$ cat config.mk
export PLATFORM = sky130hd
export DESIGN_NAME = cpei_mul
export DESIGN_NICKNAME = d
export VERILOG_FILES = /design/src/rtl/cpei_pkg.sv /design/src/rtl/cpei_mul.sv
export SDC_FILE = /design/constraint.sdc
export NUM_CORES = 2
export LEC_CHECK = 0
export BUFFER_PORTS_ARGS = -buffer_cell sky130_fd_sc_hd__buf_2
export CORE_ASPECT_RATIO = 1.25
export CORE_MARGIN = 8
export CORE_UTILIZATION = 65
export CTS_CLUSTER_SIZE = 20
export DETAILED_ROUTE_END_ITERATION = 12
export GPL_ROUTABILITY_DRIVEN = 0
export PLACE_DENSITY = 0.83
export SYNTH_ARGS = -nofsm -noshare
export SYNTH_HDL_FRONTEND = slang
export SYNTH_SLANG_ARGS = --single-unit
$ cat constraint.sdc
create_clock -name clk -period 14.9 [get_ports clk]
set_clock_uncertainty 0.2 [all_clocks]
set_input_delay 0.745 -clock clk [delete_from_list [all_inputs] [get_ports clk]]
set_output_delay 0.745 -clock clk [all_outputs]
set_load 0.005 [all_outputs]
$ cat src/rtl/cpei_pkg.sv
// ----------------------------------------------------------------------------
// cpei_pkg - shared definitions for the clamped pose error integrator
// Default widths, register map, reset values and the unit status struct.
// ----------------------------------------------------------------------------
package cpei_pkg;

    localparam int DATA_WIDTH_DEF = 32;
    localparam int FRAC_BITS_DEF  = 20;

    // projection quotient width, saturates at 2^63-1
    localparam int Q_WIDTH   = 63;
    // signed working width of the projected sum before clamping
    localparam int RES_WIDTH = 64;
    // multiplier bits consumed per cycle
    localparam int MUL_CHUNK = 16;

    localparam int LIMIT_WIDTH    = 31;
    localparam int THR_WIDTH      = 32;
    localparam int ADDR_WIDTH     = 4;
    localparam int APB_DATA_WIDTH = 32;

    localparam logic [1:0] REG_POS_LIMIT = 2'd0;
    localparam logic [1:0] REG_ROT_LIMIT = 2'd1;
    localparam logic [1:0] REG_THRESHOLD = 2'd2;

    localparam logic [LIMIT_WIDTH-1:0] POS_LIMIT_RST = 31'd157286400;
    localparam logic [LIMIT_WIDTH-1:0] ROT_LIMIT_RST = 31'd104857600;
    localparam logic [THR_WIDTH-1:0]   THR_RST       = 32'd1099512;

    typedef struct packed {
        logic busy;
        logic done;
    } cpei_stat_t;

endpackage

$ cat src/rtl/cpei_mul.sv
// ----------------------------------------------------------------------------
// cpei_mul - iterative unsigned multiplier
// Multiplies a by b, CHUNK bits of b per cycle, most significant chunk first.
// ----------------------------------------------------------------------------
module cpei_mul #(
    parameter int A_WIDTH = cpei_pkg::Q_WIDTH,
    parameter int B_WIDTH = cpei_pkg::DATA_WIDTH_DEF,
    parameter int CHUNK   = cpei_pkg::MUL_CHUNK
) (
    input  logic                       clk,
    input  logic                       rst_n,
    input  logic                       start,
    input  logic [A_WIDTH-1:0]         a,
    input  logic [B_WIDTH-1:0]         b,
    output logic [A_WIDTH+B_WIDTH-1:0] p,
    output cpei_pkg::cpei_stat_t       stat
);
    import cpei_pkg::*;

    localparam int NCH  = (B_WIDTH + CHUNK - 1) / CHUNK;
    localparam int BPW  = NCH * CHUNK;
    localparam int PADW = A_WIDTH + BPW;
    localparam int CNTW = $clog2(NCH + 1);

    logic [A_WIDTH-1:0]       a_reg;
    logic [BPW-1:0]           b_reg;
    logic [PADW-1:0]          acc_reg;
    logic [CNTW-1:0]          cnt_reg;
    logic                     busy_reg;
    logic                     done_reg;
    logic [A_WIDTH+CHUNK-1:0] part;

    assign part = a_reg * b_reg[BPW-1 -: CHUNK];

    always_ff @(posedge clk or negedge rst_n)
    begin
        if (!rst_n)
        begin
            busy_reg <= 1'b0;
            done_reg <= 1'b0;
            cnt_reg  <= '0;
        end
        else
        begin
            done_reg <= 1'b0;
            if (start)
            begin
                busy_reg <= 1'b1;
                cnt_reg  <= CNTW'(NCH);
            end
            else if (busy_reg)
            begin
                cnt_reg <= cnt_reg - CNTW'(1);
                if (cnt_reg == CNTW'(1))
                begin
                    busy_reg <= 1'b0;
                    done_reg <= 1'b1;
                end
            end
        end
    end

    always_ff @(posedge clk)
    begin
        if (start)
        begin
            a_reg   <= a;
            b_reg   <= BPW'(b);
            acc_reg <= '0;
        end
        else if (busy_reg)
        begin
            acc_reg <= (acc_reg << CHUNK) + PADW'(part);
            b_reg   <= b_reg << CHUNK;
        end
    end

    assign p         = acc_reg[A_WIDTH+B_WIDTH-1:0];
    assign stat.busy = busy_reg;
    assign stat.done = done_reg;

endmodule

# Word-level counts from Yosys, hierarchy flattened
# Cells that the tools add are included.
[op_classes]
n_mul = 1
muxes = 10
add_sub_neg = 2
n_reduce_logical = 1
eq_ne = 1
[ops]
columns = ["operator", "count"]
rows = [
  ["95-bit by 79-bit adder with 95-bit output", 1],
  ["63-bit by 16-bit multiplier with 79-bit output", 1],
  ["32-bit 2-to-1 mux", 2],
  ["1-bit 2-to-1 mux", 6],
  ["2-bit 2-to-1 mux", 2],
  ["2-bit by 1-bit equality test with 1-bit output (second input constant)", 1],
  ["2-bit nonzero test", 1],
  ["2-bit by 1-bit subtractor with 2-bit output (second input constant)", 1],
]
[totals]
elab_cells = 21
in_bits = 98
register_bits = 194
out_inout_bits = 97

# Longest topological paths before layout
[logic_depth]
word_depth = 4
mapped_depth = 27
depth_no_buf = 24

# Worst setup path before layout
# No wires, ideal clock.
[synth_timing]
kind = "register to register"
from = "register b_reg[17]"
to = "register acc_reg[92] (netlist: p[92])"
arrival_time_ns = 6.465
t_required_ns = 14.614
period_less_slack_ns = 6.751
n_path_buf = 2
setup_time_ns = 0.086
path_slack_ns = 8.149
path_stages_with_launch = 26
path_cell_list = "edfxtp_1 > clkbuf_1 > clkbuf_1 > nand2_1 > fa_1 > inv_1 > fa_1 > inv_1 > fa_1 > inv_1 > fa_1 > fa_1 > inv_1 > fa_1 > inv_1 > ha_1 > a31o_2 > a221oi_1 > a21oi_1 > nor3_2 > o31ai_2 > a21o_1 > a221oi_4 > nor3_2 > xnor2_1 > a211oi_1"
[synth_between]
elab_chain_cells = 2
[synth_rtl]
columns = ["item", "line_no", "rtl"]
rows = [
  ["from (decl)", "cpei_mul.sv:26", "logic [BPW-1:0] b_reg;"],
  ["from (signal assigned)", "cpei_mul.sv:68", "b_reg <= BPW'(b);"],
  ["from (signal assigned)", "cpei_mul.sv:74", "b_reg <= b_reg << CHUNK;"],
  ["63-bit by 16-bit multiplier with 79-bit output", "cpei_mul.sv:33", "assign part = a_reg * b_reg[BPW-1 -: CHUNK];"],
  ["95-bit by 79-bit adder with 95-bit output", "cpei_mul.sv:73", "acc_reg <= (acc_reg << CHUNK) + PADW'(part);"],
  ["to (signal assigned)", "cpei_mul.sv:73", ""],
  ["to (decl)", "cpei_mul.sv:27", "logic [PADW-1:0] acc_reg;"],
]
# Every way passes these cells.
# A chain may end at the register's enable or synchronous reset.

# Worst setup path in the final report
[layout_timing]
from = "register b_reg[28]"
to = "register acc_reg[92] (netlist: p[92])"
# The elaborated chain is that of the path after synthesis.

==> metrics <==
outcome finished clean; Slew HR 20.2%; Max Freq 117 MHz; GRT overflow 0; DRT antenna net count 0; hold depth 1; Hold Path End a_reg[46]; reg2reg end p[92]; Layout area overhead 4.77%; register bit total from synthesis 194; Syn Area/Cell 8.90 um^2; post-synth top area cell fa_1; DR pass1 iterations 9; die area 70,700 um^2; Fill cells 4,677; pin count of the biggest net entering global routing 69; Post-Layout Cell Count 5,399; number of remaining DRC errors 0; Crit Path Class reg -> reg; number of flip-flops in the largest register 95; max incr delay on CP 1100 ps; register area 4860 um^2; die width 239 um; IO Port Bufs 194; WP data required 15,140 ps; via/cell ratio 5.88; row count 102; initial core utilization 65.5%; Yosys Warn Count 0; Worst-Skew Late Latency 520 ps; DP HPWL 88,600 um; Via Count 31.8k; Worst Reg-to-Reg Cells 21; final WL 114,000 um; Cells after DPL 5,366; hold path start a[46]; # Max-Cap Violations 0; WP buf/inv 2; post-synth net total 5,738; pins over their slew limit 0; CTS tree yes; Startpoint Class flip-flop; CTS buffer count 17; fin crit share 57.2%; top post-synthesis cells by area fa_1 (45%), inv_1 (11%), nand2_1 (7.6%), edfxtp_1 (7.0%), ha_1 (5.2%); Final WS setup 6380 ps; Reg-to-Reg Start b_reg[28]; clk sinks 194; RSZ-0062 raised after global routing no; multi-input combinational cell area 30,400 um^2; Most common cell on crit path fa_1; cell area after synthesis 40,600 um^2; # Post-CTS Setup Buffers 0; antenna violations before repair 0; R2R setup slack 6380 ps; Core Region 61,900 um^2; Mapped Cells 4,557; register area share after synthesis 12.0%; worst-path cell chain buf_4 > nand2_1 > fa_1 > inv_1 > fa_1 > fa_1 > fa_1 > fa_1 > fa_1 > ha_1 > a21o_1 > a31o_2 > a221oi_1 > a21oi_1 > nor3_2 > o31ai_2 > a21o_1 > a221oi_4 > nor3_2 > xnor2_1 > a211oi_1; Setup WS pre-CTS 6620 ps; min Tclk post-route 8520 ps; CTS clock-pin slew for the worst setup and hold paths 90 ps; vias in the first global route 35.4k; endpoints failing setup 0; post-CTS sizing 0; top_reg_cell synth edfxtp_1; setup TNS 0 ps; first-pass GRT wire length 184,000 um; Cell variety after synth 80; Bufs on Longest Clock Path 2; layout cell share with drive strength beyond 1 6.61%; post-synthesis async set-or-reset flop share 2.06%; Tightest Pin Transition 1200 ps; Final Hold Viols 0; Post-layout nets 5,735; Worst Path Max Fanout 40; gr usage total 33.9%; slowest cell on the critical path edfxtp_1; htree depth 4; CTS Hold Buffers Added 1; CP top delay family adder cells; Hold Path Class in -> reg; I/O pin cnt 195; Setup crit end kind flip-flop; initial DRC count 3,110; Post-synth EDFFs 95; # diodes 0; Yosys top cell area share 45.2%; crit path DAT 8750 ps; Die Y 295 um; Clock Tree Root clkbuf_16; WL per Instance 21.1 um
==> final cells by class <==
type / instances / area share (%)
clock buffer: 18 / 1.06
clock inverter: 14 / 0.453
inverter: 1157 / 10.2
multi-input combinational: 2959 / 71.5
sequential: 194 / 11.4
tap: 832 / 2.45
timing repair buffer: 225 / 2.85
==> worst max path at each step <==
| stage | from | endpoint | slack [ps] | depth (start not counted) |
|---|---|---|---|---|
| 3_5_place_dp | b_reg[27] | p[92] | 6620 | 21 |
| 3_3_place_gp | b_reg[27] | p[92] | 6840 | 21 |
| 4_1_cts | b_reg[27] | p[92] | 6620 | 21 |
| 2_1_floorplan | b_reg[17] | p[92] | 8150 | 25 |
| 6_report | b_reg[28] | p[92] | 6380 | 21 |
| 5_1_grt | b_reg[27] | p[92] | 6190 | 21 |
==> per-layer routing <==
layer | share of wire (%) | GRT usage [%]
met1 | 32 | 37.7
met2 | 49 | 57.2
met3 | 11 | 8.94
met4 | 7.7 | 22.3
met5 | 0 | 0
==> placed cells by master, fill, tap and decap left out, types with 5 or more instances in the layout <==
master	n
nor2_1	109
xor2_1	30
mux2i_1	43
o21a_1	15
edfxtp_1	95
o22ai_1	15
xnor2_1	54
nand4_1	37
mux2_2	16
nand3_1	21
buf_2	193
a31oi_1	7
o31ai_1	5
nor4_1	10
and4_1	5
nand2_1	822
a21oi_1	107
nor2b_1	9
nor3_1	7
a221oi_1	5
and3_1	5
a21o_1	37
ha_1	168
a211oi_1	11
and2_1	318
inv_1	1156
buf_4	30
clkbuf_16	18
clkinv_8	5
dfxtp_1	95
fa_1	915
nand2b_1	6
o21bai_1	18
o21ai_1	11
o21ai_0	83
==> synth_stat cells, types with 54 or more instances <==
library cell  count
edfxtp_1         95
dfxtp_1          95
nor2_1          110
fa_1            915
and2_1          318
a21oi_1         107
clkbuf_1        229
inv_1          1157
o21ai_0          83
ha_1            168
xnor2_1          54
nand2_1         823
==> per-stage QoR <==
stage / instance area [um^2] / utilization [%] / hold WS (ps)
6_report: 42500 / 68.7 / 187
5_1_grt: 42500 / 68.7 / 169
4_1_cts: 42500 / 68.7 / 171
3_5_place_dp: 41800 / 67.6 / 243
3_3_place_gp: 41800 / 67.6 / 233
2_1_floorplan: 40600 / - / 242
==> logic make-up (layout without fill, tap and decap cells) <==
group	after synthesis	after routing	share of synthesized area (%)
AO/OA/AOI/OAI	358	358	5.70
AND/OR/NAND/NOR	1375	1375	15.6
multiplexers	59	59	1.51
adder cells (fa/ha/maj)	1083	1083	50.3
buffers and inverters	1404	1414	13.1
flip-flops	194	194	12.0
XOR/XNOR	84	84	1.81
Power is not shown: default switching activity piles up to over one toggle a cycle in this logic, so the estimate is an artifact.
