[src/rtl/cpei_pkg.sv]
// ----------------------------------------------------------------------------
// cpei_pkg - shared definitions for the clamped pose error integrator
// Default widths, register map, reset values and the unit status struct.
// ----------------------------------------------------------------------------
package cpei_pkg;

    localparam int DATA_WIDTH_DEF = 32;
    localparam int FRAC_BITS_DEF  = 20;

    // projection quotient width, saturates at 2^63-1
    localparam int Q_WIDTH   = 63;
    // signed working width of the projected sum before clamping
    localparam int RES_WIDTH = 64;
    // multiplier bits consumed per cycle
    localparam int MUL_CHUNK = 16;

    localparam int LIMIT_WIDTH    = 31;
    localparam int THR_WIDTH      = 32;
    localparam int ADDR_WIDTH     = 4;
    localparam int APB_DATA_WIDTH = 32;

    localparam logic [1:0] REG_POS_LIMIT = 2'd0;
    localparam logic [1:0] REG_ROT_LIMIT = 2'd1;
    localparam logic [1:0] REG_THRESHOLD = 2'd2;

    localparam logic [LIMIT_WIDTH-1:0] POS_LIMIT_RST = 31'd157286400;
    localparam logic [LIMIT_WIDTH-1:0] ROT_LIMIT_RST = 31'd104857600;
    localparam logic [THR_WIDTH-1:0]   THR_RST       = 32'd1099512;

    typedef struct packed {
        logic busy;
        logic done;
    } cpei_stat_t;

endpackage

[src/rtl/cpei_div.sv]
// ----------------------------------------------------------------------------
// cpei_div - restoring divider with saturated quotient
// One quotient bit per cycle; a quotient of 2^QUO_WIDTH or more gives all ones.
// ----------------------------------------------------------------------------
module cpei_div #(
    parameter int NUM_WIDTH = 2 * cpei_pkg::DATA_WIDTH_DEF + cpei_pkg::FRAC_BITS_DEF,
    parameter int DEN_WIDTH = 2 * cpei_pkg::DATA_WIDTH_DEF,
    parameter int QUO_WIDTH = cpei_pkg::Q_WIDTH
) (
    input  logic                   clk,
    input  logic                   rst_n,
    input  logic                   start,
    input  logic [NUM_WIDTH-1:0]   num,
    input  logic [DEN_WIDTH-1:0]   den,
    output logic [QUO_WIDTH-1:0]   q,
    output cpei_pkg::cpei_stat_t   stat
);
    import cpei_pkg::*;

    localparam int XW   = DEN_WIDTH + QUO_WIDTH;
    localparam int CNTW = $clog2(QUO_WIDTH + 1);

    logic [DEN_WIDTH-1:0] rem_reg;
    logic [DEN_WIDTH-1:0] den_reg;
    logic [QUO_WIDTH-1:0] nlo_reg;
    logic [QUO_WIDTH-1:0] quo_reg;
    logic                 ovf_reg;
    logic [CNTW-1:0]      cnt_reg;
    logic                 busy_reg;
    logic                 done_reg;

    logic [XW-1:0]        numx;
    logic                 ovf;
    logic [DEN_WIDTH:0]   rem2;
    logic [DEN_WIDTH:0]   diff;
    logic                 ge;

    assign numx = XW'(num);
    assign ovf  = numx >= (XW'(den) << QUO_WIDTH);
    assign rem2 = {rem_reg, nlo_reg[QUO_WIDTH-1]};
    assign ge   = rem2 >= {1'b0, den_reg};
    assign diff = rem2 - {1'b0, den_reg};

    always_ff @(posedge clk or negedge rst_n)
    begin
        if (!rst_n)
        begin
            busy_reg <= 1'b0;
            done_reg <= 1'b0;
            cnt_reg  <= '0;
        end
        else
        begin
            done_reg <= 1'b0;
            if (start)
            begin
                busy_reg <= 1'b1;
                cnt_reg  <= CNTW'(QUO_WIDTH);
            end
            else if (busy_reg)
            begin
                cnt_reg <= cnt_reg - CNTW'(1);
                if (cnt_reg == CNTW'(1))
                begin
                    busy_reg <= 1'b0;
                    done_reg <= 1'b1;
                end
            end
        end
    end

    always_ff @(posedge clk)
    begin
        if (start)
        begin
            // remainder starts at the bits above the quotient field
            rem_reg <= numx[XW-1:QUO_WIDTH];
            nlo_reg <= numx[QUO_WIDTH-1:0];
            den_reg <= den;
            quo_reg <= '0;
            ovf_reg <= ovf;
        end
        else if (busy_reg)
        begin
            rem_reg <= ge ? diff[DEN_WIDTH-1:0] : rem2[DEN_WIDTH-1:0];
            nlo_reg <= nlo_reg << 1;
            quo_reg <= {quo_reg[QUO_WIDTH-2:0], ge};
        end
    end

    assign q         = ovf_reg ? '1 : quo_reg;
    assign stat.busy = busy_reg;
    assign stat.done = done_reg;

endmodule
[config.mk]
export PLATFORM = sky130hd
export DESIGN_NAME = cpei_div
export DESIGN_NICKNAME = d
export VERILOG_FILES = /design/src/rtl/cpei_pkg.sv /design/src/rtl/cpei_div.sv
export SDC_FILE = /design/constraint.sdc
export NUM_CORES = 1
export LEC_CHECK = 0
export ABC_AREA = 1
export BUFFER_PORTS_ARGS = -buffer_cell sky130_fd_sc_hd__buf_2
export CELL_PAD_IN_SITES_DETAIL_PLACEMENT = 0
export CELL_PAD_IN_SITES_GLOBAL_PLACEMENT = 2
export CORE_ASPECT_RATIO = 1.2
export CORE_MARGIN = 3
export CORE_UTILIZATION = 36
export DETAILED_ROUTE_END_ITERATION = 10
export PLACE_DENSITY = 0.86
export SLEW_MARGIN = 20
export SYNTH_ARGS = -nofsm -noshare
export SYNTH_HDL_FRONTEND = slang
export SYNTH_SLANG_ARGS = --single-unit
export TNS_END_PERCENT = 1
[constraint.sdc]
create_clock -name clk -period 5.8 [get_ports clk]
set_clock_uncertainty 0.2 [all_clocks]
set_input_delay 0.87 -clock clk [delete_from_list [all_inputs] [get_ports clk]]
set_output_delay 0.87 -clock clk [all_outputs]
set_load 0.02 [all_outputs]
======== Word-level counts from Yosys, hierarchy flattened ========
Cells that the tools add are included.
word-level totals
  bits in registers ....................... 263
  input port bits ......................... 151
  output and inout port bits .............. 65
  word-level logic and storage cells ...... 29
operators by class
  add/subtract/negate cells ............... 2
  order comparisons ....................... 2
  eq/ne operators ......................... 1
  multiplexer cells ....................... 14
  reductions and logical operators ........ 1
operators with widths
  operator             number
  $mux 63              3
  $ge 84x127->1        1
  $ge 65x64->1         1
  $mux 64              1
  $sub 64x64->64       1
  $mux 21              2
  $mux 6               2
  $eq 6x1->1 const B   1
  $mux 1               6
  $sub 6x1->6 const B  1
  $reduce_bool 2->1    1

======== Longest topological paths before layout ========
Gate-level depths: netlist of the first run.
  depth in word-level cells ............... 4
  mapped depth ............................ 19
  depth with buffers taken out ............ 19

======== Worst setup path after synthesis of the first run ========
No wires, ideal clock.
  path kind ............................... input to register
  start ................................... input start
  end ..................................... register nlo_reg[0], enable pin
  setup time .............................. 0.481 ns
  data arrival time ....................... 3.519 ns
  data required time ...................... 5.119 ns
  setup slack ............................. 1.600 ns
  stages .................................. 3
  path buffers ............................ 1
  cells stage by stage .................... nor2_1 -> inv_2 -> clkbuf_1
on the way
  cells in the longest elaborated chain, start to end .. 1
RTL lines
  item                         line            text
  start, declared              cpei_div.sv:12  input logic start,
  $reduce_bool 2->1 (no line)  --
  end signal, assigned         cpei_div.sv:78  nlo_reg <= numx[QUO_WIDTH-1:0];
  end signal, assigned         cpei_div.sv:86  nlo_reg <= nlo_reg << 1;
  end, declared                cpei_div.sv:25  logic [QUO_WIDTH-1:0] nlo_reg;
No other way between the ends.
A chain may end at the register's enable or synchronous reset.

======== Worst setup path in the final report of the first run ========
  start ................................... register den_reg[47]
  end ..................................... register rem_reg[46]
on the way
  cells in the longest elaborated chain, start to end .. 2
RTL lines
  item                    line            text
  start, declared         cpei_div.sv:24  logic [DEN_WIDTH-1:0] den_reg;
  start signal, assigned  cpei_div.sv:79  den_reg <= den;
  $ge 65x64->1            cpei_div.sv:41  assign ge = rem2 >= {1'b0, den_reg};
  $mux 64                 cpei_div.sv:85  rem_reg <= ge ? diff[DEN_WIDTH-1:0] : rem2[DEN_WIDTH-1:0];
  end signal, assigned    cpei_div.sv:77  rem_reg <= numx[XW-1:QUO_WIDTH];
  end signal, assigned    cpei_div.sv:85
  end, declared           cpei_div.sv:23  logic [DEN_WIDTH-1:0] rem_reg;
No other way between the ends.

==> reports/metrics.csv, run 1 <==
metric,value,unit
status,completed,
start_kind,register,
antenna_found_initial,6,
maxCapViolations,0,
placed_area,18200,um2
die_height,241,um
hpwl,43600,um
cp.required,6.10,ns
route.detailed.drc,0,
cts_resized,0,
initial_utilization,36.7,%
overflow,0,
clock.fmax,0.289,GHz
synth_edf_count,149,
yosysWarnings,0,
ys.flop_type,edfxtp_1,
tns,0,ns
p_sw_share,42.7,%
place.gp.congestion,0.950,
cp_data_arrival_time,3.76,ns
final.period_utilization,59.7,%
die_area,48800,um2
finalSetupViolations,0,
leakage,9.58,nW
worst_pin_slew,1.05,ns
switchingPower,3.41,mW
post_cts_buffers,0,
syn_nets,2594,
numCtsBuffers,30,
dieWidth,202,um
syn2layout_area_growth,15.8,%
grt_max_degree,92,
async_flop_share,3.04,%
cts_tree,built,
slew_violations,0,
grt_use_total,21.9,%
critPathMaxFanout,91,
grt_setup_unrepaired,no,
wl,54900,um
synth_area,16600,um2
period_minus_slack,3.46,ns
register_area,6800,um2
syn-instance-count,2355,
p_comb_share,45.4,%
grt_pass1_vias,14900,
drt_pre_antenna_iters,5,
fillers,4886,
drt-vias-per-instance,4.83,
hold_viol,0,
fin_cells,3179,
final_area,19300,um2
io_buffers,215,
rows,85,
wl_per_cell,17.3,um
clkLatencyLatePin,0.57,ns
final_nets,2785,
cts_max_level,1,
grt_first_pass_wirelength,83900,um
place_ws,2.34,ns
cts_sinks,263,
core,45300,um2
ys_seq_area_share,40.9,%
seqPwrFrac,30.6,%
cts_hold_buf,1,
drive_above_1_share,12.4,%
ant_nets,0,
fin_ws,2.34,ns
num_vias,15400,
synthDistinctLibCells,46,
clock_path_buffers,3,
io_pins,216,
initialDrtViolationCount,952,
crit_type,reg -> reg,
clkPwrFrac,24.0,%
max_slew_margin,29.8,%
endpoint_kind,register,
place_inst,3122,
p_int,4.57,mW
power_density,414,nW/um2
hold_class,reg -> reg,
cts-root-buf,clkbuf_16,
path_clk_slew,0.06,ns
ys_ff_latch,263,
multiInputGateArea,7980,um2
syn_area_per_cell,7.06,um2
ir_worst_vdd,0.243,mV
-- critical path, cell delays in order (launching register included) --
cell and delay, ns:
edfxtp_1 0.33, inv_1 0.08, ha_1 0.46, nand2_1 0.15
nor2_1 0.25, inv_2 0.07, nor2_2 0.20, nand2_1 0.10
nor2_1 0.20, nand2_4 0.26, nand2_8 0.49, nand2_4 0.24
nor2_1 0.16, nor2_1 0.06, nor2_1 0.08
-- worst paths after layout --
| path | from | to | slack, ns | cells past startpoint |
|---|---|---|---|---|
| setup / recovery | den_reg[47] | rem_reg[46] | 2.34 | 14 |
| hold / removal | rem_reg[60] | rem_reg[60] | 0.27 | 2 |
| setup reg to reg | den_reg[47] | rem_reg[46] | 2.34 | 14 |
| hold reg to reg | rem_reg[60] | rem_reg[60] | 0.27 | 2 |
| max in group asynchronous | rst_n | cnt_reg[1] | 4.73 | 2 |
| min in group asynchronous | rst_n | done_reg | 0.50 | 2 |
-- synth_stat cells (2+ instances only) --
master | n | area share (%)
dfrtp_1 | 8 | 1.2
nand4_1 | 52 | 2.0
nor3_1 | 17 | 0.51
a31oi_1 | 3 | 0.11
nand2_4 | 2 | 0.14
clkbuf_1 | 43 | 0.97
nor4_1 | 23 | 0.87
o21bai_1 | 12 | 0.54
nand3_1 | 106 | 3.2
a21oi_1 | 89 | 2.7
nor2_1 | 191 | 4.3
dfxtp_1 | 106 | 13
buf_6 | 3 | 0.20
inv_1 | 386 | 8.7
o211ai_1 | 3 | 0.14
xnor2_1 | 21 | 1.1
nor2_4 | 2 | 0.14
or2_0 | 2 | 0.075
buf_2 | 9 | 0.27
or2_2 | 2 | 0.075
clkinv_1 | 2 | 0.045
and3_1 | 2 | 0.075
or2_1 | 3 | 0.11
inv_2 | 26 | 0.59
o21ai_1 | 35 | 1.1
xor2_1 | 5 | 0.26
nand3b_1 | 13 | 0.59
o21ai_0 | 91 | 2.7
nor4b_1 | 2 | 0.11
nor2_2 | 9 | 0.34
nand2_1 | 765 | 17
edfxtp_1 | 149 | 27
o22ai_1 | 62 | 2.3
buf_1 | 6 | 0.14
nand2_2 | 4 | 0.15
buf_4 | 5 | 0.23
ha_1 | 87 | 6.5
-- stage by stage --
stage	total power, mW	hold slack (ns)	utilization [%]
floorplan	4.99	0.244	-
detailed placement	6.09	0.266	40.3
CTS	8.06	0.251	42.5
finish	7.98	0.275	42.5
global placement	6.11	0.258	40.3
global route	8.59	0.260	42.5
-- logic make-up after synthesis --
kind of cell / after synthesis / share of synthesized area (%)
AND/OR/NAND/NOR: 1197 / 30.1
buffers and inverters: 480 / 11.1
AO/OA/AOI/OAI: 301 / 9.88
flip-flops: 263 / 40.9
adder cells (fa/ha/maj): 88 / 6.67
XOR/XNOR: 26 / 1.37
-- placed cells by master (no fill, tap or decap), drive strengths merged, types with 3 or more instances in the layout --
cell	synthesis	final
xor2	5	5
o22ai	62	62
nand2	772	772
o211ai	3	3
clkinv	2	7
edfxtp	149	149
a31oi	3	3
a21oi	90	90
dfrtp	8	8
buf	23	224
nor4	23	23
ha	87	87
nor2	202	202
dfxtp	106	106
o21bai	12	12
nand3	107	107
nand4	52	52
clkbuf	43	47
or2	7	7
inv	412	414
nand3b	13	13
o21ai	126	126
nor3	17	17
xnor2	21	21
-- power by group through the flow --
stage / logic [mW] / clock network (mW) / registers (mW)
after global routing: 4.07 / 2.04 / 2.48
final: 3.62 / 1.92 / 2.44
after CTS: 3.64 / 1.98 / 2.44
after detailed placement: 3.62 / 0 / 2.47
after global placement: 3.63 / 0 / 2.48
after floorplan: 2.56 / 0 / 2.42
-- layer usage --
layer	global-route usage, %	share of wire, %	vias to the layer above
li1	-	-	7958
met1	28.6	45	6990
met2	38.6	48	338
met3	3.27	4.8	66
met4	4.85	2.2	8
met5	0	0.084	-
-- final cells by class --
class,instances,share of cell area [%]
Multi-Input combinational cell,1612,41.4
Sequential cell,263,35.3
Inverter,414,8.08
Timing Repair Buffer,225,6.02
Clock buffer,47,4.81
Tap cell,609,3.96
Clock inverter,8,0.409
Antenna cell,1,0.0130
Note: power is estimated with default switching activity, not from simulation.
==> inputs of run 2 (changes only) <==
--- a/config.mk
+++ b/config.mk
@@ -11,9 +11,9 @@
 export CELL_PAD_IN_SITES_GLOBAL_PLACEMENT = 2
 export CORE_ASPECT_RATIO = 1.2
 export CORE_MARGIN = 3
-export CORE_UTILIZATION = 36
+export CORE_UTILIZATION = 33
 export DETAILED_ROUTE_END_ITERATION = 10
-export PLACE_DENSITY = 0.86
+export PLACE_DENSITY = 0.8
 export SLEW_MARGIN = 20
 export SYNTH_ARGS = -nofsm -noshare
 export SYNTH_HDL_FRONTEND = slang
==> constraint.sdc (replaced) <==
create_clock -name clk -period 3.2 [get_ports clk]
set_clock_uncertainty 0.2 [all_clocks]
set_input_delay 0.48 -clock clk [delete_from_list [all_inputs] [get_ports clk]]
set_output_delay 0.48 -clock clk [all_outputs]
set_load 0.02 [all_outputs]
==> reports/metrics.csv, run 2 (synthesis results as in run 1) <==
metric,value,unit,change
clkLatencyLatePin,0.59,ns,was 0.57 ns
grt_pass1_vias,16300,,"was 14,900"
cp.required,3.31,ns,was 6.10 ns
leakage,10.2,nW,was 9.58 nW
cts_max_level,1,,unchanged
slowest_delay,0.37,ns,was 0.49 ns
finalHoldWorstSlack,0.0281,ns,was 0.275 ns
min-delay-start,num[77],,was rem_reg[60]
ant_nets,0,,unchanged
finalSetupViolations,0,,unchanged
num_vias,16000,,"was 15,400"
cp_data_arrival_time,3.10,ns,was 3.76 ns
hold_path_depth,3,,was 2
place.gp.congestion,0.928,,was 0.950
rows,89,,was 85
hold_class,in -> reg,,was reg -> reg
die_height,252,um,was 241 um
fin_ws,0.207,ns,was 2.34 ns
hold_viol,0,,unchanged
clock_path_buffers,3,,unchanged
post_cts_buffers,0,,unchanged
period_minus_slack,2.99,ns,was 3.46 ns
numCtsBuffers,30,,unchanged
crit_type,reg -> reg,,unchanged
final_nets,2915,,"was 2,785"
max_slew_margin,30.7,%,was 29.8%
core,49600,um2,"was 45,300 um2"
route.detailed.drc,0,,unchanged
drt_pre_antenna_iters,7,,was 5
ir_worst_vdd,0.425,mV,was 0.243 mV
worst_pin_slew,1.04,ns,was 1.05 ns
r2r_slack,0.21,ns,was 2.34 ns
initialDrtViolationCount,770,,was 952
power_density,723,nW/um2,was 414 nW/um2
register_area,6800,um2,unchanged
path_clk_slew,0.07,ns,was 0.06 ns
hold_end,rem_reg[14],,was rem_reg[60]
cts-root-buf,clkbuf_16,,unchanged
io_pins,216,,unchanged
io_buffers,215,,unchanged
final.period_utilization,93.5,%,was 59.7%
grt_first_pass_wirelength,90700,um,"was 83,900 um"
timing.rr.start,den_reg[28],,was den_reg[47]
die_area,53100,um2,"was 48,800 um2"
start_kind,register,,unchanged
path_cells,inv_1 -> ha_2 -> a21oi_2 -> o21ai_0 -> nand2_1 -> nand2_1 -> a21oi_1 -> nand2_4 -> nand2_4 -> nand2_8 -> buf_12 -> o21ai_0 -> o21ai_1,,was inv_1 -> ha_1 -> nand2_1 -> nor2_1 -> inv_2 -> nor2_2 -> nand2_1 -> nor2_1 -> nand2_4 -> nand2_8 -> nand2_4 -> nor2_1 -> nor2_1 -> nor2_1
multiInputGateArea,8050,um2,was 7980 um2
drt-vias-per-instance,4.78,,was 4.83
antenna_found_initial,0,,was 6
r2r-end,rem_reg[12],,was rem_reg[46]
syn2layout_area_growth,24.3,%,was 15.8%
wl_per_cell,17.5,um,was 17.3 um
mostFrequentLayoutCells,"nand2_1, inv_1, buf_2",,unchanged
endpoint_kind,register,,unchanged
r2r_cells,13,,was 14
grt_use_total,21.8,%,was 21.9%
layout_commonest_cell,nand2_1,,unchanged
dieWidth,211,um,was 202 um
place_ws,0.110,ns,was 2.34 ns
fillers,5216,,"was 4,886"
overflow,0,,unchanged
cts_sinks,263,,unchanged
critPathMaxFanout,24,,was 91
slowest_stage,ha_2,,was nand2_8
slew_violations,0,,unchanged
grt_max_degree,107,,was 92
status,completed,,unchanged
wl,58400,um,"was 54,900 um"
hpwl,46100,um,"was 43,600 um"
clock.fmax,0.334,GHz,was 0.289 GHz
initial_utilization,33.6,%,was 36.7%
maxCapViolations,0,,unchanged
drive_above_1_share,13.6,%,was 12.4%
cts_tree,built,,unchanged
[run 2: changes by cell type in the layout (fill, tap and decap cells not counted), sizes merged]
cell | before | now
inv | 414 | 417
dlygate4sd3 | 1 | 99
buf | 224 | 256
clkinv | 7 | 12
clkbuf | 47 | 39
clkinvlp | 0 | 1
[run 2: worst max-delay path by stage]
stage                      from          end  slack [ns]
global placement     rem_reg[7]   rem_reg[0]        0.12
global route        den_reg[28]  rem_reg[12]      -0.003
floorplan              busy_reg   nlo_reg[0]        0.69
CTS                  rem_reg[7]   rem_reg[0]        0.10
detailed placement  rem_reg[11]   rem_reg[0]        0.11
finish              den_reg[28]  rem_reg[12]        0.21
[run 2: critical path, delay by kind of cell (launching register included)]
kind                     cells  cell delay (ns)
AO/OA/AOI/OAI                5             0.88
buffers and inverters        2             0.34
flip-flops                   1             0.35
AND/OR/NAND/NOR              5             0.55
adder cells (fa/ha/maj)      1             0.37
[run 2: final cells by class]
class	instances	area share (%)
Tap cell	637	3.86
Timing Repair Buffer	355	11.9
Clock inverter	17	0.623
Sequential cell	263	32.9
Multi-Input combinational cell	1612	39.0
Clock buffer	39	4.24
Inverter	414	7.53
Antenna cell	1	0.0121
[run 2: through the flow]
stage	instances	area, um2	total power, mW	utilization, %	TNS (ns)
global placement	3182	18600	11.4	37.5	0
floorplan	2355	16600	9.04	-	0
global route	3337	20700	16.2	41.7	-0.00251
CTS	3337	20600	15.0	41.6	0
detailed placement	3182	18600	11.4	37.5	0
finish	3338	20700	14.9	41.7	0
[run 2: what timing repair did]
action                                  4_1_cts  5_1_grt
hold endpoints to repair                    106        0
endpoints found under the setup margin        0       46
gates resized for setup                       0       13
hold buffers                                 99        0
[run 2: where the power goes]
| group | switching, mW | internal, mW | total, mW |
|---|---|---|---|
| registers | 0.330 | 4.12 | 4.45 |
| clock network | 1.48 | 2.02 | 3.50 |
| logic | 4.57 | 2.43 | 7.00 |
| total | 6.38 | 8.57 | 14.9 |
[run 2: layer usage]
metal / vias up / routed length [um] / track usage [%]
li1: 8211 / - / -
met1: 7370 / 25800 / 27.5
met2: 306 / 28200 / 38.4
met3: 83 / 2380 / 3.00
met4: 0 / 2000 / 6.97
met5: - / 0 / 0
==> inputs of run 3 (changes only) <==
--- a/config.mk
+++ b/config.mk
@@ -9,10 +9,10 @@
 export BUFFER_PORTS_ARGS = -buffer_cell sky130_fd_sc_hd__buf_2
 export CELL_PAD_IN_SITES_DETAIL_PLACEMENT = 0
 export CELL_PAD_IN_SITES_GLOBAL_PLACEMENT = 2
-export CORE_ASPECT_RATIO = 1.2
 export CORE_MARGIN = 3
 export CORE_UTILIZATION = 33
 export DETAILED_ROUTE_END_ITERATION = 10
+export MAX_ROUTING_LAYER = met4
 export PLACE_DENSITY = 0.8
 export SLEW_MARGIN = 20
 export SYNTH_ARGS = -nofsm -noshare
==> reports/metrics.csv, run 3 (synthesis results as in run 1) <==
metric,value,unit,change
path_clk_slew,0.06,ns,was 0.07 ns
r2r_slack,0.18,ns,was 0.21 ns
slowest_stage,fa_1,,was ha_2
initial_utilization,33.7,%,was 33.6%
power_density,714,nW/um2,was 723 nW/um2
layout_commonest_cell,nand2_1,,unchanged
die_height,230,um,was 252 um
io_buffers,215,,unchanged
clock_path_buffers,3,,unchanged
utilization,41.8,%,was 41.7%
clkLatencyLatePin,0.60,ns,was 0.59 ns
crit_type,reg -> reg,,unchanged
cts_tree,built,,unchanged
place_inst,3201,,"was 3,182"
start_kind,register,,unchanged
cts_max_level,1,,unchanged
drt-vias-per-instance,4.72,,was 4.78
grt_pass1_vias,15800,,"was 16,300"
diodes,0,,was 1
num_vias,15900,,"was 16,000"
overflow,0,,unchanged
final_nets,2914,,"was 2,915"
finalSetupViolations,0,,unchanged
grt_use_total,22.0,%,was 21.8%
tns,0,ns,unchanged
cp_data_arrival_time,3.29,ns,was 3.10 ns
io_pins,216,,unchanged
slowest_delay,0.41,ns,was 0.37 ns
hpwl,45800,um,"was 46,100 um"
hold_viol,0,,unchanged
rows,81,,was 89
path_cells,inv_1 -> ha_1 -> inv_1 -> fa_1 -> nand3_1 -> nand2_1 -> nand2_1 -> nand2_1 -> nand2_1 -> nand2_1 -> nand2_1 -> nand2_1 -> nand3_1 -> nand3_1 -> nand2_1 -> nand3_1 -> nand2_1 -> nand2_1,,was inv_1 -> ha_2 -> a21oi_2 -> o21ai_0 -> nand2_1 -> nand2_1 -> a21oi_1 -> nand2_4 -> nand2_4 -> nand2_8 -> buf_12 -> o21ai_0 -> o21ai_1
cts_sinks,263,,unchanged
wl_per_cell,17.2,um,was 17.5 um
wl,57800,um,"was 58,400 um"
cp_common_cell,nand2_1,,
mostFrequentLayoutCells,"nand2_1, inv_1, buf_2",,unchanged
initialDrtViolationCount,994,,was 770
drt_pre_antenna_iters,5,,was 7
endpoint_kind,register,,unchanged
cts-root-buf,clkbuf_16,,unchanged
fin_cells,3363,,"was 3,338"
worst_pin_slew,1.05,ns,was 1.04 ns
antenna_found_initial,0,,unchanged
route.detailed.drc,0,,unchanged
ant_nets,0,,unchanged
final.period_utilization,94.3,%,was 93.5%
max_slew_margin,30.1,%,was 30.7%
place.gp.congestion,0.951,,was 0.928
drive_above_1_share,13.1,%,was 13.6%
grt_first_pass_wirelength,89600,um,"was 90,700 um"
clock.fmax,0.331,GHz,was 0.334 GHz
grt_max_degree,75,,was 107
fillers,5275,,"was 5,216"
cp.required,3.47,ns,was 3.31 ns
dieWidth,230,um,was 211 um
critPathMaxFanout,4,,was 24
status,completed,,unchanged
leakage,10.2,nW,about the same
core,49400,um2,"was 49,600 um2"
p_total,14.7,mW,was 14.9 mW
hold_class,in -> reg,,unchanged
ir_worst_vdd,0.439,mV,was 0.425 mV
post_cts_buffers,0,,unchanged
slew_violations,0,,unchanged
fin_ws,0.181,ns,was 0.207 ns
numCtsBuffers,30,,unchanged
die_area,53100,um2,about the same
syn2layout_area_growth,24.2,%,was 24.3%
maxCapViolations,0,,unchanged
period_minus_slack,3.02,ns,was 2.99 ns
place_ws,0.127,ns,was 0.110 ns
[run 3: cell types whose count changed in the layout (fill, tap and decap cells not counted), sizes merged]
cell         previous run  this run
buf                   256       248
dlygate4sd3            99       106
clkbuf                 39        42
inv                   417       414
diode                   1         0
[run 3: timing repair]
action	4_1_cts	5_1_grt
hold buffers	106	0
gates resized for setup	0	6
endpoints found under the setup margin	0	27
endpoints found under the hold margin	113	0
[run 3: cell type report]
class                   count  area (um2)  share of cell area [%]
multi-input cells        1612        8010                    38.8
inverters                 414        1560                    7.54
flip-flops and latches    263        6800                    32.9
repair buffers            354        2490                    12.1
clock inverters            14         128                   0.618
well taps                 664         831                    4.02
clock buffers              42         841                    4.07
[run 3: critical path, delay by kind of cell, from the launching register on]
family / cells / cell delay, ns
AND/OR/NAND/NOR: 14 / 1.63
adder cells (fa/ha/maj): 2 / 0.54
flip-flops: 1 / 0.40
buffers and inverters: 2 / 0.14
[run 3: metal layers]
metal	global-route usage, %	share of wire, %	vias to the layer above
met5	-	0	-
met4	3.99	2.0	0
met3	3.20	5.1	56
met2	35.2	45	314
met1	30.0	48	7291
li1	-	-	8208
[run 3: stage by stage]
stage / hold WS, ns / cell area [um2]
finish: 0.0291 / 20700
global route: 0.0317 / 20700
CTS: 0.000442 / 20600
detailed placement: 0.134 / 18600
global placement: 0.129 / 18600
floorplan: -0.0156 / 16600
[run 3: final timing paths]
path | start | to | cells after the start
max | nlo_reg[62] | rem_reg[50] | 18
min | num[82] | rem_reg[19] | 3
max reg2reg | nlo_reg[62] | rem_reg[50] | 18
min reg2reg | rem_reg[53] | rem_reg[53] | 2
max in group asynchronous | rst_n | done_reg | 2
min in group asynchronous | rst_n | cnt_reg[4] | 2
[run 3: where the power goes]
part	switching, mW	total [mW]	internal [mW]
clock network	1.45	3.37	1.92
logic	4.61	6.94	2.33
registers	0.320	4.44	4.12
